File: src/rtl/npd_pkg.sv
// Shared types and constants for the nearest point distance shader.
// Used by the stream interfaces, the distance cell chain, the square root
// unit and the top level. Depends on nothing.
package npd_pkg;

    // Fixed field widths
    localparam int DIM_W      = 13;   // image width / height registers
    localparam int CNT_W      = 7;    // point count register
    localparam int IDX_W      = 6;    // table slot index of a load request
    localparam int PIX_W      = 12;   // echoed pixel coordinates
    localparam int CHAN_W     = 8;    // one color channel
    localparam int MODE_W     = 4;    // color mode register
    localparam int CFG_IDX_W  = 3;
    localparam int CFG_DATA_W = 13;

    // Parameter defaults
    localparam int MAX_POINTS_DEF = 64;
    localparam int COORD_BITS_DEF = 12;

    // Configuration register indexes
    localparam logic [CFG_IDX_W-1:0] CFG_IMAGE_WIDTH  = 3'd0;
    localparam logic [CFG_IDX_W-1:0] CFG_IMAGE_HEIGHT = 3'd1;
    localparam logic [CFG_IDX_W-1:0] CFG_POINT_COUNT  = 3'd2;
    localparam logic [CFG_IDX_W-1:0] CFG_WRAP_ENABLE  = 3'd3;
    localparam logic [CFG_IDX_W-1:0] CFG_COLOR_MODE   = 3'd4;
    localparam logic [CFG_IDX_W-1:0] CFG_ALPHA_DIST   = 3'd5;

    // Configuration reset values
    localparam logic [DIM_W-1:0]  IMAGE_DIM_RST   = 13'd256;
    localparam logic [CNT_W-1:0]  POINT_COUNT_RST = 7'd1;

    // Request operation codes
    localparam logic OP_LOAD  = 1'b0;
    localparam logic OP_QUERY = 1'b1;

    localparam logic [CHAN_W-1:0] CHAN_MAX = 8'd255;

    // Channel selection, low three bits of the color mode
    typedef enum logic [2:0] {
        COL_ALL,
        COL_RED,
        COL_GREEN,
        COL_BLUE,
        COL_YELLOW,
        COL_CYAN,
        COL_PINK,
        COL_BLACK
    } color_sel_t;

    typedef enum logic [1:0] {
        ST_IDLE,
        ST_SCAN,
        ST_ROOT,
        ST_HOLD
    } npd_state_t;

    // Wrap settings broadcast to every cell
    typedef struct packed {
        logic             en;
        logic [DIM_W-1:0] width;
        logic [DIM_W-1:0] height;
    } wrap_cfg_t;

    // Control part of the query token that walks the cell chain
    typedef struct packed {
        logic             valid;
        logic [CNT_W-1:0] left;
    } tok_ctl_t;

endpackage

File: src/rtl/npd_cell.sv
// One cell of the distance chain: holds one feature point, measures the
// squared distance to the passing query and keeps the running minimum.
// Depends on npd_pkg for the wrap settings and token control types.
module npd_cell #(
    parameter int COORD_W = npd_pkg::COORD_BITS_DEF,
    parameter int SQ_W    = 2 * npd_pkg::COORD_BITS_DEF + 2
) (
    input  logic                   clk,
    input  logic                   rst_n,
    input  npd_pkg::wrap_cfg_t     wrap_cfg,
    input  logic                   load_en,
    input  logic [COORD_W-1:0]     load_x,
    input  logic [COORD_W-1:0]     load_y,
    input  npd_pkg::tok_ctl_t      ctl_in,
    input  logic [COORD_W-1:0]     x_in,
    input  logic [COORD_W-1:0]     y_in,
    input  logic [SQ_W-1:0]        best_in,
    output npd_pkg::tok_ctl_t      ctl_out,
    output logic [COORD_W-1:0]     x_out,
    output logic [COORD_W-1:0]     y_out,
    output logic [SQ_W-1:0]        best_out
);
    import npd_pkg::*;

    localparam int EXT_W = (DIM_W > COORD_W) ? DIM_W : COORD_W;
    localparam int PRD_W = 2 * COORD_W;

    // Absolute axis difference, folded to the short way round under wrap
    function automatic logic [COORD_W-1:0] axis_dist(
        input logic [COORD_W-1:0] a,
        input logic [COORD_W-1:0] b,
        input logic [DIM_W-1:0]   size,
        input logic               en
    );
        logic [COORD_W-1:0] d;
        logic [EXT_W-1:0]   d_ext;
        logic [EXT_W-1:0]   s_ext;
        logic [EXT_W-1:0]   alt;
        d     = (a >= b) ? (a - b) : (b - a);
        d_ext = EXT_W'(d);
        s_ext = EXT_W'(size);
        alt   = s_ext - d_ext;
        if (en && (s_ext > d_ext) && (alt < d_ext))
        begin
            d = COORD_W'(alt);
        end
        return d;
    endfunction

    logic [COORD_W-1:0] px_reg;
    logic [COORD_W-1:0] py_reg;
    tok_ctl_t           ctl_reg;
    logic [COORD_W-1:0] x_reg;
    logic [COORD_W-1:0] y_reg;
    logic               act1_reg;
    logic               act2_reg;
    logic [COORD_W-1:0] dx_reg;
    logic [COORD_W-1:0] dy_reg;
    logic [PRD_W-1:0]   sqx_reg;
    logic [PRD_W-1:0]   sqy_reg;
    logic [SQ_W-1:0]    best_reg;

    tok_ctl_t           ctl_next;
    logic               act1_next;
    logic [PRD_W-1:0]   dx_wide;
    logic [PRD_W-1:0]   dy_wide;
    logic [SQ_W-1:0]    sum;

    // Decide participation and count down the remaining points
    always_comb
    begin
        act1_next      = ctl_in.valid && (ctl_in.left != '0);
        ctl_next.valid = ctl_in.valid;
        ctl_next.left  = ctl_in.left - CNT_W'(act1_next);
    end

    assign dx_wide = PRD_W'(dx_reg);
    assign dy_wide = PRD_W'(dy_reg);
    assign sum     = SQ_W'(sqx_reg) + SQ_W'(sqy_reg);

    // Control pipeline
    always_ff @(posedge clk or negedge rst_n)
    begin
        if (!rst_n)
        begin
            ctl_reg  <= '0;
            act1_reg <= 1'b0;
            act2_reg <= 1'b0;
        end
        else
        begin
            ctl_reg  <= ctl_next;
            act1_reg <= act1_next;
            act2_reg <= act1_reg;
        end
    end

    // Store the feature point on a load request
    always_ff @(posedge clk)
    begin
        if (load_en)
        begin
            px_reg <= load_x;
            py_reg <= load_y;
        end
    end

    // Pass coordinates on, measure, square, keep the minimum
    always_ff @(posedge clk)
    begin
        x_reg    <= x_in;
        y_reg    <= y_in;
        dx_reg   <= axis_dist(x_in, px_reg, wrap_cfg.width, wrap_cfg.en);
        dy_reg   <= axis_dist(y_in, py_reg, wrap_cfg.height, wrap_cfg.en);
        sqx_reg  <= dx_wide * dx_wide;
        sqy_reg  <= dy_wide * dy_wide;
        best_reg <= (act2_reg && (sum < best_in)) ? sum : best_in;
    end

    assign ctl_out  = ctl_reg;
    assign x_out    = x_reg;
    assign y_out    = y_reg;
    assign best_out = best_reg;

endmodule

File: config.mk
export PLATFORM = sky130hd
export DESIGN_NAME = npd_cell
export DESIGN_NICKNAME = d
export VERILOG_FILES = /design/src/rtl/npd_pkg.sv /design/src/rtl/npd_cell.sv
export SDC_FILE = /design/constraint.sdc
export NUM_CORES = 1
export LEC_CHECK = 0
export BUFFER_PORTS_ARGS = -buffer_cell sky130_fd_sc_hd__buf_2
export CAP_MARGIN = 5
export CORE_MARGIN = 2
export CORE_UTILIZATION = 50
export DETAILED_ROUTE_END_ITERATION = 10
export PLACE_DENSITY = 0.81
export SLEW_MARGIN = 20
export SYNTH_ARGS = -nofsm -noshare
export SYNTH_HDL_FRONTEND = slang
export SYNTH_SLANG_ARGS = --single-unit
File: constraint.sdc
create_clock -name clk -period 7.8 [get_ports clk]
set_clock_uncertainty 0.05 [all_clocks]
set_input_delay 0.78 -clock clk [delete_from_list [all_inputs] [get_ports clk]]
set_output_delay 0.78 -clock clk [all_outputs]
set_load 0.01 [all_outputs]
# After elaboration in Yosys (flattened, before gate mapping)
# Index checks and enable logic that the tools add are counted.
dict set report word_totals {
  inputBits 112
  out_inout_bits 58
  reg_bits 156
  word_cells 42
}
dict set report op_classes {
  n_addsub 8
  n_reduce_logical 7
  n_mux 5
  multipliers 2
  n_lt_le_gt_ge 7
}
# op n
set op_table {}
lappend op_table {{12-bit by 12-bit multiplier with 24-bit output} 2}
lappend op_table {{12-bit two-way mux} 4}
lappend op_table {{12-bit subtractor} 4}
lappend op_table {{13-bit by 12-bit > comparator with 1-bit output} 2}
lappend op_table {{13-bit by 12-bit < comparator with 1-bit output} 2}
lappend op_table {{25-bit by 26-bit < comparator with 1-bit output} 1}
lappend op_table {{26-bit two-way mux} 1}
lappend op_table {{13-bit by 12-bit subtractor with 13-bit output} 2}
lappend op_table {{24-bit by 24-bit adder with 25-bit output} 1}
lappend op_table {{12-bit greater-or-equal comparator} 2}
lappend op_table {{7-bit nonzero test} 1}
lappend op_table {{7-bit by 1-bit subtractor with 7-bit output} 1}
lappend op_table {{1-bit logical AND} 6}

# Depth between registers and ports, before layout
dict set report depth {
  ltp_word 6
  ltp_mapped 35
  ltp_nobuf 30
}

# Worst setup path after synthesis
# OpenSTA, ideal clock, no wires.
dict set report synth_timing {
  kind {input port to flip-flop}
  startpoint {in y_in[0]}
  endpoint {reg dy_reg[10]}
  arrival_ns 6.589
  path_buffers 5
  slack_ns 1.038
  setup_time_ns 0.123
  path_stages 31
  required_time_ns 7.627
  path_cell_list {inv_1 ha_1 inv_1 fa_1 buf_4 a21oi_1 o211a_1 o41a_1 buf_2 buf_2 nand2_1 clkbuf_1 mux2i_1 fa_1 inv_1 a221oi_1 nor3_1 o31a_2 o22ai_1 o21ai_0 a2bb2oi_1 ha_1 and4_1 a2111oi_0 a21oi_1 nor3b_1 o21ai_0 a21oi_1 o31a_1 buf_4 mux2_1}
}
dict set report synth_between {
  elab_chain_len 6
}
# element line_no
set synth_lines {}
lappend synth_lines {{start: declaration} npd_cell.sv:16} ;# input logic [COORD_W-1:0] y_in,
lappend synth_lines {{12-bit subtractor or 12-bit greater-or-equal comparator (tied branches)} npd_cell.sv:39} ;# d = (a >= b) ? (a - b) : (b - a);
lappend synth_lines {{12-bit two-way mux (*)} npd_cell.sv:39}
lappend synth_lines {{13-bit by 12-bit subtractor with 13-bit output or 13-bit by 12-bit > comparator with 1-bit output (tied branches)} {npd_cell.sv:42, npd_cell.sv:43}}
lappend synth_lines {{13-bit by 12-bit < comparator with 1-bit output or 1-bit logical AND (tied branches)} npd_cell.sv:43} ;# if (en && (s_ext > d_ext) && (alt < d_ext))
lappend synth_lines {{1-bit logical AND} npd_cell.sv:43}
lappend synth_lines {{12-bit two-way mux (*)} npd_cell.sv:43}
lappend synth_lines {{end signal: assignment} npd_cell.sv:114} ;# dy_reg <= axis_dist(y_in, py_reg, wrap_cfg.height, wrap_cfg.en);
lappend synth_lines {{end: declaration} npd_cell.sv:58} ;# logic [COORD_W-1:0] dy_reg;
# Mark *: on every way between the ends. The rest lies on a longest branch, timed or not.
# A chain may end at the register's enable or synchronous reset.

# Final worst setup path
dict set report layout_timing {
  startpoint {in x_in[6]}
  endpoint {reg dx_reg[8]}
}
dict set report layout_between {
  elab_chain_len 6
}
# element line_no
set layout_lines {}
lappend layout_lines {{start: declaration} npd_cell.sv:15} ;# input logic [COORD_W-1:0] x_in,
lappend layout_lines {{12-bit subtractor or 12-bit greater-or-equal comparator (tied branches)} npd_cell.sv:39}
lappend layout_lines {{12-bit two-way mux (*)} npd_cell.sv:39}
lappend layout_lines {{13-bit by 12-bit subtractor with 13-bit output or 13-bit by 12-bit > comparator with 1-bit output (tied branches)} {npd_cell.sv:42, npd_cell.sv:43}}
lappend layout_lines {{13-bit by 12-bit < comparator with 1-bit output or 1-bit logical AND (tied branches)} npd_cell.sv:43}
lappend layout_lines {{1-bit logical AND} npd_cell.sv:43}
lappend layout_lines {{12-bit two-way mux (*)} npd_cell.sv:43}
lappend layout_lines {{end signal: assignment} npd_cell.sv:113} ;# dx_reg <= axis_dist(x_in, px_reg, wrap_cfg.width, wrap_cfg.en);
lappend layout_lines {{end: declaration} npd_cell.sv:57} ;# logic [COORD_W-1:0] dx_reg;
# Marked as above.

==> summary.md <==
| Metric | Value |
|---|---|
| Outcome | `finished, final reports clean` |
| Slew Limit Fails | `0` |
| CTS Hold Bufs | `0` |
| Area of the multi-input gates | `0.01213 sq mm` |
| Post-synth EDFFs | `24` |
| Max FFs per register | `26` |
| Clk root buf | `clkbuf_16` |
| Period Utilization, post-route | `0.9123` |
| Area after DPL | `0.01818 sq mm` |
| DP HPWL | `29860 microns` |
| Post-synthesis sequential area ratio | `0.1991` |
| Layout cell share with drive strength beyond 1 | `0.1295` |
| Net count reported at finish | `2495` |
| Crit path depth | `24` |
| Input/output buffers | `169` |
| CP max stage cell | `a2111oi_4` |
| Delay-heaviest family, CP | `compound AO/OA/AOI/OAI gates` |
| Post-synth top flop | `dfxtp_1` |
| Final Cell Area | `0.01879 sq mm` |
| Slew at the pin closest to its max-slew limit | `0.8927 ns` |
| CTS tree | `built` |
| Gr ovfl total | `0` |
| FF-to-FF path depth | `22` |
| Drt drc | `0` |
| CTS Buf Count | `17` |
| CP dominant cell by count | `ha_1` |
| Most common cell after layout, fill and taps aside | `inv_1` |
| Crit path launch type | `input port` |
| Number of H-tree levels | `4` |
| CTS-repair resized insts | `0` |
| Largest net degree at the start of global routing | `26` |
| Pre-antenna DRT Iters | `5` |
| Syn nets | `2349` |
| R2r endpoint | `dx_reg[8]` |
| Crit path max fanout | `11` |
| FF-to-FF Start | `px_reg[6]` |
| Area Overhead vs Synth | `10.92%` |
| All-layer global routing usage | `0.2123` |
| Most frequent cells in the layout | `327 x inv_1, 254 x ha_1, 169 x buf_2, 164 x fa_1, 120 x dfxtp_1` |
| Cells after Synth | `1819` |
| Syn. warnings | `0` |
| CP peak stage delay | `0.61 ns` |
| Initial antenna violation count | `2` |
| Gpl congestion | `0.8614` |
| Routed wire per std cell | `14.93 microns` |
| Peak Freq | `140.5 MHz` |
| Boundary Pins | `170` |
| Mean cell area of the mapped netlist | `9.313 sq um` |
| Rows | `67` |
| Clock Latency Late Sink | `0.43 ns` |
| Hold Fails Final Rpt | `0` |
| Netlist cell types | `83` |
| FFs w/ async S/R, synth | `0.06494` |
| Sink Count | `154` |
| Syn Std Cell Area | `0.01694 sq mm` |
| Tmin final | `7.116 ns` |
| CORE AREA | `0.03345 sq mm` |
| Routed Wire Length | `36220 microns` |
| Initial core utilization | `0.5065` |
| Number of global-route vias before repair | `13524` |
| ANT nets after route | `0` |
| Slew margin rel. | `0.3895` |
| Vias | `12872` |
| CP arrival | `7.39 ns` |
| Die Y-Extent | `188.1 microns` |
| Detailed Route Iter0 Violations | `641` |
| Fillers | `2844` |
| Via density | `5.306` |
| Storage cell area | `0.003373 sq mm` |
| R2R Setup Slk | `0.75 ns` |
| Crit-path cells | `buf_2 > inv_1 > ha_1 > nand2_1 > o21ai_0 > a2bb2oi_2 > a21oi_2 > mux2_2 > a31oi_1 > xnor2_1 > ha_1 > and2_1 > a32o_1 > a311oi_1 > o21ai_0 > xnor2_1 > ha_1 > a21o_1 > a2111oi_0 > o31ai_1 > a2111oi_4 > buf_4 > nor2_1 > a21o_1` |
| Worst path bufs/invs | `3` |
| Register clock-pin slew on the reported worst setup and hold paths | `0.06 ns` |
| Critical Path RT | `8.07 ns` |
| Total die area | `0.03537 sq mm` |
| Min-Delay Path Class | `in2async` |
| Crit end category | `flip-flop` |
| Yosys reg bits | `154` |
| Die X | `188.1 microns` |
| Total negative slack | `0 ns` |
| Post-CTS Setup Bufs | `0` |
| Clock Path Buffers | `2` |
| Setup CP Type | `in2reg` |
| CP endpoint | `dx_reg[8]` |
| First-pass GRT wire length | `62020 microns` |
| Crit path from | `x_in[6]` |
| Setup-failing EPs final | `0` |
| Maxcap violations | `0` |
| RSZ-0062 raised after global routing | `false` |
## final cells by class
| cell class | instances | area share |
|---|---|---|
| well taps | 448 | 0.02983 |
| flip-flops and latches | 154 | 0.1795 |
| inverters | 327 | 0.06532 |
| repair buffers | 175 | 0.04741 |
| clock inverters | 7 | 0.003995 |
| multi-input cells | 1290 | 0.6453 |
| diodes | 1 | 0.0001332 |
| clock buffers | 24 | 0.02850 |
## kinds of logic after synthesis
group / count (synthesis) / share of synthesized area
AOI/OAI and AO/OA: 303 / 0.1191
xor gates and xnor gates: 114 / 0.05938
adders and majority gates: 420 / 0.3826
buffers and inverters: 375 / 0.08531
DFF: 154 / 0.1991
muxes: 52 / 0.03353
and+or+nand+nor: 401 / 0.1210
## stage by stage
| stage | utilization | setup slack (ns) | cells | hold WS (ns) |
|---|---|---|---|---|
| 2_1_floorplan | - | 1.038 | 1819 | 0.2812 |
| 3_3_place_gp | 0.5434 | 0.5780 | 2394 | 0.2953 |
| 3_5_place_dp | 0.5434 | 0.2977 | 2394 | 0.2980 |
| 4_1_cts | 0.5617 | 0.7361 | 2425 | 0.1284 |
| 5_1_grt | 0.5618 | 0.04869 | 2426 | 0.1432 |
| 6_report | 0.5618 | 0.6839 | 2426 | 0.1436 |
## layer usage
layer | part of all wire | global-route usage
met1 | 0.44 | 0.2618
met2 | 0.49 | 0.3789
met3 | 0.054 | 0.03968
met5 | 0 | 0
met4 | 0.017 | 0.05784
## worst min-delay path by stage
stage / from / end / slack [ns] / cells after the start
4_1_cts: rst_n / ctl_out[5] / 0.13 / 1
3_3_place_gp: act1_reg / act2_reg / 0.30 / 0
3_5_place_dp: act1_reg / act2_reg / 0.30 / 0
5_1_grt: rst_n / ctl_out[5] / 0.14 / 1
2_1_floorplan: act1_reg / act2_reg / 0.28 / 0
6_report: rst_n / ctl_out[5] / 0.14 / 1
## cells in the mapped netlist, types with 13 or more instances
| cell type | count | area share |
|---|---|---|
| o21ai_0 | 67 | 0.020 |
| fa_1 | 164 | 0.19 |
| inv_1 | 327 | 0.072 |
| o21bai_1 | 15 | 0.0066 |
| nor2_1 | 76 | 0.017 |
| a21oi_1 | 77 | 0.023 |
| mux2_2 | 34 | 0.023 |
| mux2i_1 | 16 | 0.0095 |
| xnor2_1 | 83 | 0.043 |
| a21o_1 | 33 | 0.015 |
| nor2b_1 | 26 | 0.0096 |
| nand2_1 | 99 | 0.022 |
| clkbuf_1 | 32 | 0.0071 |
| and2_1 | 97 | 0.036 |
| nand3_1 | 20 | 0.0059 |
| xor2_1 | 30 | 0.016 |
| edfxtp_1 | 24 | 0.043 |
| ha_1 | 254 | 0.19 |
| dfxtp_1 | 120 | 0.14 |
| nor3_1 | 27 | 0.0080 |
| nand2b_1 | 13 | 0.0048 |
| o21a_1 | 14 | 0.0062 |
Power is left out: the tool's default activity adds up to more than one toggle a clock period on the data nets, which glitch-free logic cannot reach.
