<file path="src/rtl/npd_pkg.sv">
// Shared types and constants for the nearest point distance shader.
// Used by the stream interfaces, the distance cell chain, the square root
// unit and the top level. Depends on nothing.
package npd_pkg;

    // Fixed field widths
    localparam int DIM_W      = 13;   // image width / height registers
    localparam int CNT_W      = 7;    // point count register
    localparam int IDX_W      = 6;    // table slot index of a load request
    localparam int PIX_W      = 12;   // echoed pixel coordinates
    localparam int CHAN_W     = 8;    // one color channel
    localparam int MODE_W     = 4;    // color mode register
    localparam int CFG_IDX_W  = 3;
    localparam int CFG_DATA_W = 13;

    // Parameter defaults
    localparam int MAX_POINTS_DEF = 64;
    localparam int COORD_BITS_DEF = 12;

    // Configuration register indexes
    localparam logic [CFG_IDX_W-1:0] CFG_IMAGE_WIDTH  = 3'd0;
    localparam logic [CFG_IDX_W-1:0] CFG_IMAGE_HEIGHT = 3'd1;
    localparam logic [CFG_IDX_W-1:0] CFG_POINT_COUNT  = 3'd2;
    localparam logic [CFG_IDX_W-1:0] CFG_WRAP_ENABLE  = 3'd3;
    localparam logic [CFG_IDX_W-1:0] CFG_COLOR_MODE   = 3'd4;
    localparam logic [CFG_IDX_W-1:0] CFG_ALPHA_DIST   = 3'd5;

    // Configuration reset values
    localparam logic [DIM_W-1:0]  IMAGE_DIM_RST   = 13'd256;
    localparam logic [CNT_W-1:0]  POINT_COUNT_RST = 7'd1;

    // Request operation codes
    localparam logic OP_LOAD  = 1'b0;
    localparam logic OP_QUERY = 1'b1;

    localparam logic [CHAN_W-1:0] CHAN_MAX = 8'd255;

    // Channel selection, low three bits of the color mode
    typedef enum logic [2:0] {
        COL_ALL,
        COL_RED,
        COL_GREEN,
        COL_BLUE,
        COL_YELLOW,
        COL_CYAN,
        COL_PINK,
        COL_BLACK
    } color_sel_t;

    typedef enum logic [1:0] {
        ST_IDLE,
        ST_SCAN,
        ST_ROOT,
        ST_HOLD
    } npd_state_t;

    // Wrap settings broadcast to every cell
    typedef struct packed {
        logic             en;
        logic [DIM_W-1:0] width;
        logic [DIM_W-1:0] height;
    } wrap_cfg_t;

    // Control part of the query token that walks the cell chain
    typedef struct packed {
        logic             valid;
        logic [CNT_W-1:0] left;
    } tok_ctl_t;

endpackage

</file>
<file path="src/rtl/npd_isqrt.sv">
// Bit-serial integer square root: one result bit per cycle.
// Gives the floor root and whether a remainder is left. Depends on npd_pkg.
module npd_isqrt #(
    parameter int SQ_W = 2 * npd_pkg::COORD_BITS_DEF + 2
) (
    input  logic                  clk,
    input  logic                  rst_n,
    input  logic                  start,
    input  logic [SQ_W-1:0]       value,
    output logic                  done,
    output logic [SQ_W/2-1:0]     root,
    output logic                  rem_nz
);
    import npd_pkg::*;

    localparam int ROOT_W = SQ_W / 2;
    localparam int REM_W  = ROOT_W + 1;
    localparam int STP_W  = $clog2(ROOT_W + 1);

    logic                busy_reg;
    logic                done_reg;
    logic [STP_W-1:0]    cnt_reg;
    logic [SQ_W-1:0]     rad_reg;
    logic [REM_W-1:0]    rem_reg;
    logic [ROOT_W-1:0]   root_reg;

    logic [REM_W+1:0]    rem_sh;
    logic [REM_W+1:0]    trial;
    logic [REM_W+1:0]    diff;
    logic                take;

    // Bring down the next bit pair and try the new root bit
    assign rem_sh = {rem_reg, rad_reg[SQ_W-1 -: 2]};
    assign trial  = (REM_W + 2)'({root_reg, 2'b01});
    assign diff   = rem_sh - trial;
    assign take   = (rem_sh >= trial);

    // Step counter and done flag
    always_ff @(posedge clk or negedge rst_n)
    begin
        if (!rst_n)
        begin
            busy_reg <= 1'b0;
            done_reg <= 1'b0;
            cnt_reg  <= '0;
        end
        else if (start)
        begin
            busy_reg <= 1'b1;
            done_reg <= 1'b0;
            cnt_reg  <= STP_W'(ROOT_W);
        end
        else if (busy_reg)
        begin
            cnt_reg  <= cnt_reg - STP_W'(1);
            busy_reg <= (cnt_reg != STP_W'(1));
            done_reg <= (cnt_reg == STP_W'(1));
        end
        else
        begin
            done_reg <= 1'b0;
        end
    end

    // Radicand, remainder and partial root
    always_ff @(posedge clk)
    begin
        if (start)
        begin
            rad_reg  <= value;
            rem_reg  <= '0;
            root_reg <= '0;
        end
        else if (busy_reg)
        begin
            rad_reg  <= rad_reg << 2;
            rem_reg  <= take ? diff[REM_W-1:0] : rem_sh[REM_W-1:0];
            root_reg <= {root_reg[ROOT_W-2:0], take};
        end
    end

    assign done   = done_reg;
    assign root   = root_reg;
    assign rem_nz = (rem_reg != '0);

endmodule

</file>
<file path="config.mk">
export PLATFORM = sky130hd
export DESIGN_NAME = npd_isqrt
export DESIGN_NICKNAME = d
export VERILOG_FILES = /design/src/rtl/npd_pkg.sv /design/src/rtl/npd_isqrt.sv
export SDC_FILE = /design/constraint.sdc
export NUM_CORES = 1
export LEC_CHECK = 0
export BUFFER_PORTS_ARGS = -buffer_cell sky130_fd_sc_hd__buf_2
export CAP_MARGIN = 10
export CORE_MARGIN = 2
export CORE_UTILIZATION = 60
export DETAILED_ROUTE_END_ITERATION = 16
export GPL_TIMING_DRIVEN = 0
export PLACE_DENSITY = 0.83
export SKIP_CTS_REPAIR_TIMING = 1
export SYNTH_ARGS = -nofsm -noshare
export SYNTH_HDL_FRONTEND = slang
export SYNTH_SLANG_ARGS = --single-unit
</file>
<file path="constraint.sdc">
create_clock -name clk -period 4.5 [get_ports clk]
set_input_delay 0.675 -clock clk [delete_from_list [all_inputs] [get_ports clk]]
set_output_delay 0.675 -clock clk [all_outputs]
set_load 0.005 [all_outputs]
</file>
# == Yosys cells after proc, flatten, opt, wreduce, memory -nomap -nowiden ==
# Cells that the tools add are included.
# totals
output_inout_bits,15
elab_cells,22
regBits,59
# classes
eq_ne,2
reduce_logical,2
n_addsub,2
mux,9
magnitude_cmp,1
# op_table
op,n
$mux 26,2
$ge 16x15->1,1
$mux 14,1
$reduce_bool 14->1,1
$sub 14x14->14,1
$mux 4,2
$eq 4x1->1 const B,1
$mux 1,4
$ne 4x1->1 const B,1
$sub 4x1->4 const B,1
$reduce_bool 2->1,1

# == Depth between registers and ports, before layout ==
# Gate-level depths: netlist of run 1.
# depth
ltp_word,3
ltp_mapped,9
depth_no_buf,8

# == Worst setup path after synthesis of run 1 ==
# OpenSTA, ideal clock, no wires.
# synth_path
path_type,register to register
startpoint,reg root_reg[3] (netlist: root[3])
endpoint,reg rem_reg[1]
path_slack_ps,2468
required_time_ps,4425
arrival_time_ps,1957
path_stages_with_launch,10
path_cell_list,dfxtp_1 -> inv_1 -> ha_1 -> a21oi_1 -> o21ai_2 -> o21bai_2 -> a21o_1 -> clkbuf_8 -> mux2_1 -> o22ai_1
# synth_between
elab_chain_len,2
# synth_lines
element,line,text
start: declaration,npd_isqrt.sv:25,logic [ROOT_W-1:0] root_reg;
start signal: assignment,npd_isqrt.sv:78,"root_reg <= {root_reg[ROOT_W-2:0], take};"
$ge 16x15->1,npd_isqrt.sv:36,assign take = (rem_sh >= trial);
$mux 14,npd_isqrt.sv:77,rem_reg <= take ? diff[REM_W-1:0] : rem_sh[REM_W-1:0];
end signal: assignment,npd_isqrt.sv:77,
end: declaration,npd_isqrt.sv:24,logic [REM_W-1:0] rem_reg;
# No other way between the ends.
# A chain may end at the register's enable or synchronous reset.

# == Worst setup path in the final report of run 1 ==
# layout_path
startpoint,reg busy_reg
endpoint,reg rad_reg[16] (enable)
# layout_between
elab_chain_len,1
# layout_lines
element,line,text
start: declaration,npd_isqrt.sv:20,logic busy_reg;
start signal: assignment,npd_isqrt.sv:56,busy_reg <= (cnt_reg != STP_W'(1));
$reduce_bool 2->1 (no line),-,
end signal: assignment,npd_isqrt.sv:70,rad_reg <= value;
end signal: assignment,npd_isqrt.sv:76,rad_reg <= rad_reg << 2;
end: declaration,npd_isqrt.sv:23,logic [SQ_W-1:0] rad_reg;
# No other way between the ends.

==> results of run 1 <==
area by class of cell:
| class | count | share of cell area |
|---|---|---|
| multi-input cells | 226 | 0.445 |
| plain buffers | 15 | 0.0201 |
| flip-flops and latches | 59 | 0.394 |
| repair buffers | 42 | 0.0562 |
| clock inverters | 5 | 0.00770 |
| clock buffers | 11 | 0.0351 |
| inverters | 19 | 0.0191 |
| well taps | 70 | 0.0234 |
report_power, final:
part,switching [mW],internal [mW],leakage [nW]
sequential,0.0688,0.647,0.566
clock,0.214,0.197,0.0834
combinational,0.576,0.497,0.969
total,0.858,1.34,1.62
per-stage QoR:
stage	cell area, sq um	std cells
floorplan	3280	319
global placement	3580	431
detailed placement	3580	431
CTS	3740	447
global route	3740	447
finish	3740	447
cell families after synthesis:
kind of cell,synth area share
fa+ha+maj,0.0648
simple gates,0.145
mux,0.135
buf+inv,0.0446
compound gates,0.139
flops,0.449
xor+xnor,0.0240
cell usage after synthesis (3+ instances only):
cell type,instances
sky130_fd_sc_hd__dfxtp_1,27
sky130_fd_sc_hd__inv_1,19
sky130_fd_sc_hd__nand2b_1,10
sky130_fd_sc_hd__mux2_2,24
sky130_fd_sc_hd__o21bai_1,3
sky130_fd_sc_hd__nand2_1,19
sky130_fd_sc_hd__clkbuf_1,10
sky130_fd_sc_hd__nand3_1,4
sky130_fd_sc_hd__nor4_1,3
sky130_fd_sc_hd__a21oi_1,13
sky130_fd_sc_hd__or3_1,4
sky130_fd_sc_hd__o21ai_0,9
sky130_fd_sc_hd__ha_1,17
sky130_fd_sc_hd__xnor2_1,8
sky130_fd_sc_hd__o22ai_1,3
sky130_fd_sc_hd__nor2_1,34
sky130_fd_sc_hd__o21a_1,5
sky130_fd_sc_hd__a211oi_1,8
sky130_fd_sc_hd__dfrtp_1,6
sky130_fd_sc_hd__edfxtp_1,26
sky130_fd_sc_hd__a21o_1,3
sky130_fd_sc_hd__nor3_1,3
sky130_fd_sc_hd__nand4_1,3
sky130_fd_sc_hd__a311oi_1,5
sky130_fd_sc_hd__mux2i_1,16
layer usage:
layer	vias to the layer above	global-route usage
li1	1270	-
met1	1235	0.332
met2	93	0.403
met3	26	0.0698
met4	0	0.118
met5	-	0
worst register-to-register path, cell delays in order (launching register included):
cell and delay, ns:
sky130_fd_sc_hd__dfrtp_1 0.38, sky130_fd_sc_hd__clkbuf_1 0.40, sky130_fd_sc_hd__buf_1 0.57, sky130_fd_sc_hd__or2_2 0.63
how the worst max path moves through the flow:
| stage | startpoint | end | slack (ns) |
|---|---|---|---|
| floorplan | root[3] | rem_reg[1] | 2.47 |
| global route | busy_reg | rad_reg[24] | 2.00 |
| detailed placement | start | rad_reg[10] | 2.10 |
| finish | busy_reg | rad_reg[16] | 2.16 |
| global placement | start | rad_reg[9] | 2.11 |
| CTS | busy_reg | rad_reg[24] | 2.11 |
cells in the final DEF, fill, tap and decap left out, types with 6 or more instances in the layout:
cell type,synthesis,routed
sky130_fd_sc_hd__a211oi_1,8,8
sky130_fd_sc_hd__a21oi_1,13,13
sky130_fd_sc_hd__buf_2,1,43
sky130_fd_sc_hd__clkbuf_1,10,12
sky130_fd_sc_hd__clkbuf_8,1,10
sky130_fd_sc_hd__dfrtp_1,6,6
sky130_fd_sc_hd__dfxtp_1,27,27
sky130_fd_sc_hd__edfxtp_1,26,26
sky130_fd_sc_hd__ha_1,17,17
sky130_fd_sc_hd__inv_1,19,19
sky130_fd_sc_hd__mux2_2,24,24
sky130_fd_sc_hd__mux2i_1,16,16
sky130_fd_sc_hd__nand2_1,19,19
sky130_fd_sc_hd__nand2b_1,10,10
sky130_fd_sc_hd__nor2_1,34,34
sky130_fd_sc_hd__o21ai_0,9,9
sky130_fd_sc_hd__xnor2_1,8,8
==> flow_summary.yaml, run 1 <==
worst_setup_path:
  crit-reg2reg-capture: "rad_reg[16]"
  critPathSlowestCell: "sky130_fd_sc_hd__or2_2"
  ff2ff_setup_slack_ns: 2.16
  rr_worst_depth: 3
  arrival_ns: 2.31
  critPathMaxFanout: 26
  crit_buf_inv: 2
  crit_required_ns: 4.47
  nature_of_the_critical_path_endpoint: "flop"
  worstPathCellList: "clkbuf_1 > buf_1 > or2_2"
  critical_path_cell_count: 3
  startpoint_type: "flop"
  reg2reg_from: "busy_reg"
  crit_type: "reg2reg"
  crit_family: "buffers and inverters"
  critical_path.max_stage_delay_ns: 0.62
clock_tree:
  cts.root.buffer_cell: "sky130_fd_sc_hd__clkbuf_8"
  tritoncts.num_buffers: 9
  htree_levels: 3
  cts_tree: "built"
  clk_latency_ns: 0.34
  max-clock-path-buffers: 2
  clkSlewWorstSetupHoldPaths_ns: 0.07
  clkSinkCount: 59
die:
  die-height_um: 77.9
  number_of_i_o_pins: 44
  num_rows: 26
  core_sq_mm: 0.00520
  die_area_sq_mm: 0.00608
  die_width_um: 77.9
  initial_utilization: 0.630
route:
  drt_pre_antenna_iters: 4
  route.final.wire_length_mm: 7.41
  met2_length_mm: 3.55
  drc: 0
  detailroute.via_count: 2624
  wl_per_cell_um: 16.6
  wl_met1_mm: 3.13
  drtAntennaViolNets: 0
  dr_wl_met3_um: 472
  topRoutingLayerUsed: "met4"
  post_drt_via_cell_ratio: 5.87
  drt_first_iter_violations: 268
synthesis:
  total_of_flip_flops_plus_latches_after_synthesis: 59
  yosysWarningCount: 0
  syn_nets: 365
  synthDistinctLibCells: 55
  syn_area_per_cell_sq_um: 10.3
  synth_cells: 319
  synthFlopType: "sky130_fd_sc_hd__dfxtp_1"
  synth-edff-count: 26
  synth_seq_area_share: 0.449
  synth_async_sr_flop_share: 0.102
  post_synth_instance_area_sq_mm: 0.00328
  yosysTopAreaCellShare: 0.238
  ys_top_cells_by_area: "sky130_fd_sc_hd__edfxtp_1 (24%), sky130_fd_sc_hd__dfxtp_1 (16%), sky130_fd_sc_hd__mux2_2 (8.2%)"
  yosysTopAreaCell: "sky130_fd_sc_hd__edfxtp_1"
sta:
  timing.final.max_slew_violations: 0
  final.setup_skew_ns: 0.0119
  achievable-frequency_mhz: 427
  grt_setup_unrepaired: "no"
  finalCritPeriodShare: 0.520
  hold_slack_ns: 0.142
  finalSetupViolations: 0
  post_route_setup_slack_ns: 2.16
  finalSetupTns_ns: 0
  timing.final.hold_violations: 0
  timing.slew.headroom: 0.559
  period_needed_ns: 2.34
  worst_pin_slew_ns: 0.662
global_routing:
  antenna_violations_before_repair: 0
  first_global_vias: 2510
  largest_net_degree_at_the_start_of_global_routing: 27
  grt_use_total: 0.257
  grt_first_pass_wirelength_mm: 11.9
  grt_remaining_overflow: 0
finish:
  finalCoreUtilization: 0.718
  nets: 418
  layout-drive-gt1-share: 0.241
  largest_register_ffs: 26
  fillers: 384
  multi_input_area_sq_mm: 0.00166
  area.growth.synth_to_final_pct: 14.0
  layout.area.seq_sq_mm: 0.00147
  diodes: 0
worst_hold_path:
  hold_path_class: "in2async"
power_and_ir_drop:
  vdd_drop_max_uv: 364
  pwr_density_cell_mw_per_mm2: 588
  design_power_total_mw: 2.20
  p_leak_nw: 1.62
status:
  outcome: "finished clean"
job:
  max_cap_viol_count: 0
place:
  preCtsSetupSlack_ns: 2.10
  gp_congestion: 0.891
  dp.final_hpwl_mm: 5.33
  numPortBuffers: 42
Note: power is estimated with default switching activity, not from simulation.
==> inputs of run 2 (changes only) <==
--- a/config.mk
+++ b/config.mk
@@ -8,10 +8,10 @@
 export BUFFER_PORTS_ARGS = -buffer_cell sky130_fd_sc_hd__buf_2
 export CAP_MARGIN = 10
 export CORE_MARGIN = 2
-export CORE_UTILIZATION = 60
+export CORE_UTILIZATION = 52
 export DETAILED_ROUTE_END_ITERATION = 16
 export GPL_TIMING_DRIVEN = 0
-export PLACE_DENSITY = 0.83
+export PLACE_DENSITY = 0.76
 export SKIP_CTS_REPAIR_TIMING = 1
 export SYNTH_ARGS = -nofsm -noshare
 export SYNTH_HDL_FRONTEND = slang
==> constraint.sdc (replaced) <==
create_clock -name clk -period 1.9 [get_ports clk]
set_input_delay 0.285 -clock clk [delete_from_list [all_inputs] [get_ports clk]]
set_output_delay 0.285 -clock clk [all_outputs]
set_load 0.005 [all_outputs]
==> flow_summary.yaml, run 2 (same netlist as run 1, synthesis figures left out) <==
status:
  outcome: "finished with violations"
  violations: "setup timing"
worst_hold_path:
  hold_path_class: "in2reg"
route:
  drc: 0
  post_drt_via_cell_ratio: 5.87
  detailroute.via_count: 2757
  wl_per_cell_um: 17.7
  drt_pre_antenna_iters: 4
  drt_first_iter_violations: 261
  drtAntennaViolNets: 0
  route.final.wire_length_mm: 8.31
sta:
  finalCritPeriodShare: 1.10
  final.setup_skew_ns: 0.0101
  hold_slack_ns: 0.229
  timing.final.max_slew_violations: 0
  period_needed_ns: 2.08
  finalSetupViolations: 13
  timing.slew.headroom: 0.590
  finalSetupTns_ns: -1.55
  timing.final.hold_violations: 0
  achievable-frequency_mhz: 480
  grt_setup_unrepaired: "yes"
  worst_pin_slew_ns: 0.615
  post_route_setup_slack_ns: -0.182
die:
  die_width_um: 83.4
  die-height_um: 83.4
  die_area_sq_mm: 0.00696
  num_rows: 28
  number_of_i_o_pins: 44
  initial_utilization: 0.544
  core_sq_mm: 0.00603
power_and_ir_drop:
  p_leak_nw: 1.79
  vdd_drop_max_uv: 793
  pwr_density_cell_mw_per_mm2: 1540
  comb_power_share: 0.544
  p_sw_mw: 2.44
  share_of_power_burned_in_registers: 0.268
  intPower_mw: 4.12
  netSwitchingFraction: 0.372
  clock_power_share: 0.189
  design_power_total_mw: 6.56
finish:
  layout.cells.most_common_list: "sky130_fd_sc_hd__buf_2 (42), sky130_fd_sc_hd__nor2_1 (33), sky130_fd_sc_hd__edfxtp_1 (26), sky130_fd_sc_hd__mux2_2 (24), sky130_fd_sc_hd__nand2_1 (19)"
  layout-drive-gt1-share: 0.415
  largest_register_ffs: 26
  finalCoreUtilization: 0.706
  mostFrequentLayoutCell: "sky130_fd_sc_hd__buf_2"
  diodes: 0
  nets: 436
  fin_cells: 470
  post-route-cell-area_sq_mm: 0.00426
  area.growth.synth_to_final_pct: 29.7
worst_setup_path:
  startpoint_type: "flop"
  arrival_ns: 2.35
  ff2ff_setup_slack_ns: -0.18
  critPathMaxFanout: 6
  crit_required_ns: 2.16
  nature_of_the_critical_path_endpoint: "flop"
  crit_type: "reg2reg"
clock_tree:
  htree_levels: 3
  clkSinkCount: 59
  cts_tree: "built"
  max-clock-path-buffers: 2
  cts.root.buffer_cell: "sky130_fd_sc_hd__clkbuf_8"
  tritoncts.num_buffers: 9
  clk_latency_ns: 0.34
  clkSlewWorstSetupHoldPaths_ns: 0.07
place:
  dp.final_hpwl_mm: 5.41
  post_placement_cell_area_sq_mm: 0.00370
  numPortBuffers: 42
  post-place-cells: 436
  preCtsSetupSlack_ns: -0.437
  gp_congestion: 0.893
global_routing:
  first_global_vias: 2633
  antenna_violations_before_repair: 0
  grt_remaining_overflow: 0
  grt_use_total: 0.227
  largest_net_degree_at_the_start_of_global_routing: 27
  grt_first_pass_wirelength_mm: 12.6
job:
  max_cap_viol_count: 0
## run 2: critical path: stages (launching register included)
cell	delay [ns]
sky130_fd_sc_hd__dfxtp_1	0.37
sky130_fd_sc_hd__ha_4	0.34
sky130_fd_sc_hd__nand4_1	0.14
sky130_fd_sc_hd__o21bai_4	0.21
sky130_fd_sc_hd__o21bai_4	0.15
sky130_fd_sc_hd__a21o_1	0.25
sky130_fd_sc_hd__buf_8	0.16
sky130_fd_sc_hd__mux2_4	0.31
sky130_fd_sc_hd__o22ai_2	0.09
## run 2: power by group through the flow
stage	Combinational, mW	Clock, mW	Sequential (mW)
floorplan	2.15	0	1.69
global placement	2.58	0	1.75
detailed placement	2.64	0	1.75
CTS	2.66	1.24	1.72
global route	3.80	1.30	1.78
finish	3.57	1.24	1.76
## run 2: layout make-up
type	count	area (sq um)
flip-flops and latches	59	1500
inverters	19	71.3
well taps	75	93.8
plain buffers	14	75.1
fillers	427	1770
repair buffers	61	373
clock buffers	12	135
multi-input cells	226	1940
clock inverters	4	68.8
## run 2: final timing paths
check / startpoint / end / cells after the start
max: rem_reg[3] / rem_reg[1] / 8
min: value[1] / rad_reg[1] / 2
max reg2reg: rem_reg[3] / rem_reg[1] / 8
min reg2reg: root[4] / root[5] / 2
max in group asynchronous: rst_n / cnt_reg[1] / 2
min in group asynchronous: rst_n / cnt_reg[0] / 2
## run 2: metal layers
| layer | up-vias | share of wire | track usage | wire (um) |
|---|---|---|---|---|
| met2 | 116 | 0.47 | 0.360 | 3870 |
| li1 | 1299 | - | - | - |
| met1 | 1324 | 0.44 | 0.312 | 3650 |
| met3 | 18 | 0.078 | 0.0527 | 647 |
| met5 | - | 0 | 0 | 0 |
| met4 | 0 | 0.017 | 0.0645 | 141 |
==> inputs of run 3 (changes only) <==
--- a/config.mk
+++ b/config.mk
@@ -5,13 +5,14 @@
 export SDC_FILE = /design/constraint.sdc
 export NUM_CORES = 1
 export LEC_CHECK = 0
+export ABC_AREA = 1
 export BUFFER_PORTS_ARGS = -buffer_cell sky130_fd_sc_hd__buf_2
 export CAP_MARGIN = 10
 export CORE_MARGIN = 2
-export CORE_UTILIZATION = 52
+export CORE_UTILIZATION = 60
 export DETAILED_ROUTE_END_ITERATION = 16
 export GPL_TIMING_DRIVEN = 0
-export PLACE_DENSITY = 0.76
+export PLACE_DENSITY = 0.83
 export SKIP_CTS_REPAIR_TIMING = 1
 export SYNTH_ARGS = -nofsm -noshare
 export SYNTH_HDL_FRONTEND = slang
==> constraint.sdc (replaced) <==
create_clock -name clk -period 2.4 [get_ports clk]
set_input_delay 0.36 -clock clk [delete_from_list [all_inputs] [get_ports clk]]
set_output_delay 0.36 -clock clk [all_outputs]
set_load 0.005 [all_outputs]
==> flow_summary.yaml, run 3 <==
clock_tree:
  tritoncts.num_buffers: 9
  cts_tree: "built"
  htree_levels: 3
  max-clock-path-buffers: 2
  cts.root.buffer_cell: "sky130_fd_sc_hd__clkbuf_8"
  clkSlewWorstSetupHoldPaths_ns: 0.07
  clkSinkCount: 59
  clk_latency_ns: 0.34
global_routing:
  largest_net_degree_at_the_start_of_global_routing: 36
  grt_use_total: 0.255
  antenna_violations_before_repair: 0
  first_global_vias: 2783
  grt_first_pass_wirelength_mm: 12.3
  grt_remaining_overflow: 0
worst_setup_path:
  crit_type: "reg2reg"
  crit_family: "simple AND/OR/NAND/NOR gates"
  cp_common_cell: "sky130_fd_sc_hd__nand2_1"
  critical_path_cell_count: 13
  arrival_ns: 2.41
  critical_path.max_stage_delay_ns: 0.38
  rr_worst_depth: 13
  crit-reg2reg-capture: "rem_reg[11]"
  crit_buf_inv: 2
  cp-startpoint: "root[0]"
  worstPathCellList: "inv_1 > ha_1 > nand2_1 > nor2_1 > o21ai_1 > nand2_1 > nand2_2 > nand3_2 > buf_6 > nand2_1 > nand2_1 > nand2_1 > nand2_1"
  critPathMaxFanout: 10
  nature_of_the_critical_path_endpoint: "flop"
  reg2reg_from: "root[0]"
  ff2ff_setup_slack_ns: 0.22
  critPathSlowestCell: "sky130_fd_sc_hd__ha_1"
  crit_required_ns: 2.63
  startpoint_type: "flop"
  destination_of_the_critical_timing_path: "rem_reg[11]"
job:
  max_cap_viol_count: 0
die:
  die_area_sq_mm: 0.00613
  die-height_um: 78.3
  num_rows: 27
  number_of_i_o_pins: 44
  core_sq_mm: 0.00541
  initial_utilization: 0.612
  die_width_um: 78.3
synthesis:
  yosysTopAreaCell: "sky130_fd_sc_hd__edfxtp_1"
  netlist_top_cells_count: "sky130_fd_sc_hd__nand2_1 (191), sky130_fd_sc_hd__inv_1 (52), sky130_fd_sc_hd__nor2_1 (28), sky130_fd_sc_hd__dfxtp_1 (27), sky130_fd_sc_hd__edfxtp_1 (26)"
  synthFlopType: "sky130_fd_sc_hd__dfxtp_1"
  synth_cells: 450
  synth-edff-count: 26
  syn_area_per_cell_sq_um: 7.36
  synth_seq_area_share: 0.444
  syn_nets: 496
  synthDistinctLibCells: 27
  total_of_flip_flops_plus_latches_after_synthesis: 59
  yosysWarningCount: 0
  synth_async_sr_flop_share: 0.102
  ys_top_cells_by_area: "sky130_fd_sc_hd__edfxtp_1 (24%), sky130_fd_sc_hd__nand2_1 (22%), sky130_fd_sc_hd__dfxtp_1 (16%)"
  post_synth_instance_area_sq_mm: 0.00331
  yosys.cell_count.top_type: "sky130_fd_sc_hd__nand2_1"
  yosysTopAreaCellShare: 0.236
sta:
  finalCritPeriodShare: 0.907
  finalSetupTns_ns: 0
  timing.final.max_slew_violations: 0
  hold_slack_ns: 0.279
  worst_pin_slew_ns: 0.732
  final.setup_skew_ns: 0.00874
  finalSetupViolations: 0
  post_route_setup_slack_ns: 0.223
  timing.slew.headroom: 0.512
  period_needed_ns: 2.18
  achievable-frequency_mhz: 459
  grt_setup_unrepaired: "no"
  timing.final.hold_violations: 0
place:
  numPortBuffers: 42
  post_placement_cell_area_sq_mm: 0.00361
  dp.final_hpwl_mm: 5.64
  gp_congestion: 0.901
  preCtsSetupSlack_ns: 0.283
finish:
  mostFrequentLayoutCell: "sky130_fd_sc_hd__nand2_1"
  largest_register_ffs: 26
  post-route-cell-area_sq_mm: 0.00380
  fillers: 437
  layout-drive-gt1-share: 0.141
  nets: 550
  finalCoreUtilization: 0.704
  area.growth.synth_to_final_pct: 14.9
  diodes: 0
  layout.cells.most_common_list: "sky130_fd_sc_hd__nand2_1 (191), sky130_fd_sc_hd__inv_1 (52), sky130_fd_sc_hd__buf_2 (43), sky130_fd_sc_hd__nor2_1 (28), sky130_fd_sc_hd__dfxtp_1 (27)"
route:
  drc: 0
  route.final.wire_length_mm: 7.45
  drt_pre_antenna_iters: 4
  detailroute.via_count: 3040
  drt_first_iter_violations: 207
  wl_per_cell_um: 12.8
  drtAntennaViolNets: 0
  post_drt_via_cell_ratio: 5.23
power_and_ir_drop:
  pwr_density_cell_mw_per_mm2: 1180
  vdd_drop_max_uv: 648
  p_leak_nw: 1.97
status:
  outcome: "finished clean"
worst_hold_path:
  hold_path_class: "in2reg"
## run 3: cell types whose count changed in the layout (fill, tap and decap cells not counted), sizes merged, moves of 6 or more
| cell | previous run | this run |
|---|---|---|
| nand2 | 19 | 194 |
| inv | 19 | 58 |
| mux2 | 25 | 0 |
| buf | 61 | 45 |
| mux2i | 16 | 0 |
| nand3 | 4 | 19 |
| nand2b | 10 | 0 |
| nand4 | 3 | 12 |
| o22ai | 4 | 13 |
| a211oi | 8 | 0 |
| xnor2 | 8 | 0 |
| nor2 | 34 | 28 |
## run 3: worst min path at each step
stage / from / to / depth (start not counted)
after floorplan: rst_n / busy_reg / 0
after global placement: rst_n / busy_reg / 1
after detailed placement: rst_n / cnt_reg[2] / 1
after CTS: rst_n / cnt_reg[3] / 1
after global routing: value[8] / rad_reg[8] / 3
final: value[1] / rad_reg[1] / 3
## run 3: power breakdown
| part | internal (mW) | total, mW | switching, mW |
|---|---|---|---|
| clock | 0.434 | 0.821 | 0.387 |
| combinational | 0.832 | 2.30 | 1.47 |
| sequential | 1.21 | 1.35 | 0.132 |
## run 3: per-stage QoR
stage | power, mW | cells
6_report | 4.47 | 581
5_1_grt | 4.84 | 581
4_1_cts | 4.44 | 580
3_5_place_dp | 3.62 | 564
3_3_place_gp | 3.55 | 564
2_1_floorplan | 3.10 | 450
## run 3: logic make-up (layout without fill, tap and decap cells)
| group | Yosys count | after routing | synth area share |
|---|---|---|---|
| and+or+nand+nor | 263 | 263 | 0.330 |
| buffers and inverters | 70 | 129 | 0.0839 |
| DFF | 59 | 59 | 0.444 |
| AOI/OAI and AO/OA | 35 | 35 | 0.0612 |
| adders and majority gates | 17 | 17 | 0.0642 |
| xor gates and xnor gates | 6 | 6 | 0.0159 |
## run 3: final cells by class
type / instances / area [sq um] / share of cell area
repair buffers: 43 / 220 / 0.0579
multi-input cells: 321 / 1560 / 0.411
clock inverters: 4 / 25.0 / 0.00658
flip-flops and latches: 59 / 1470 / 0.387
well taps: 72 / 90.1 / 0.0237
plain buffers: 12 / 61.3 / 0.0161
inverters: 58 / 218 / 0.0572
clock buffers: 12 / 156 / 0.0411
## run 3: layer usage
metal	wire, um	share of wire	global-route usage	up-vias
li1	-	-	-	1552
met1	3310	0.44	0.327	1371
met2	3600	0.48	0.427	102
met3	381	0.051	0.0506	15
met4	164	0.022	0.102	0
met5	0	0	0	-
## run 3: worst reg2reg max path, delay by kind of cell, from the launching register on
family / cells / cell delay (ns)
AOI/OAI and AO/OA: 1 / 0.12
DFF: 1 / 0.34
adders and majority gates: 1 / 0.38
buffers and inverters: 2 / 0.26
and+or+nand+nor: 9 / 0.95
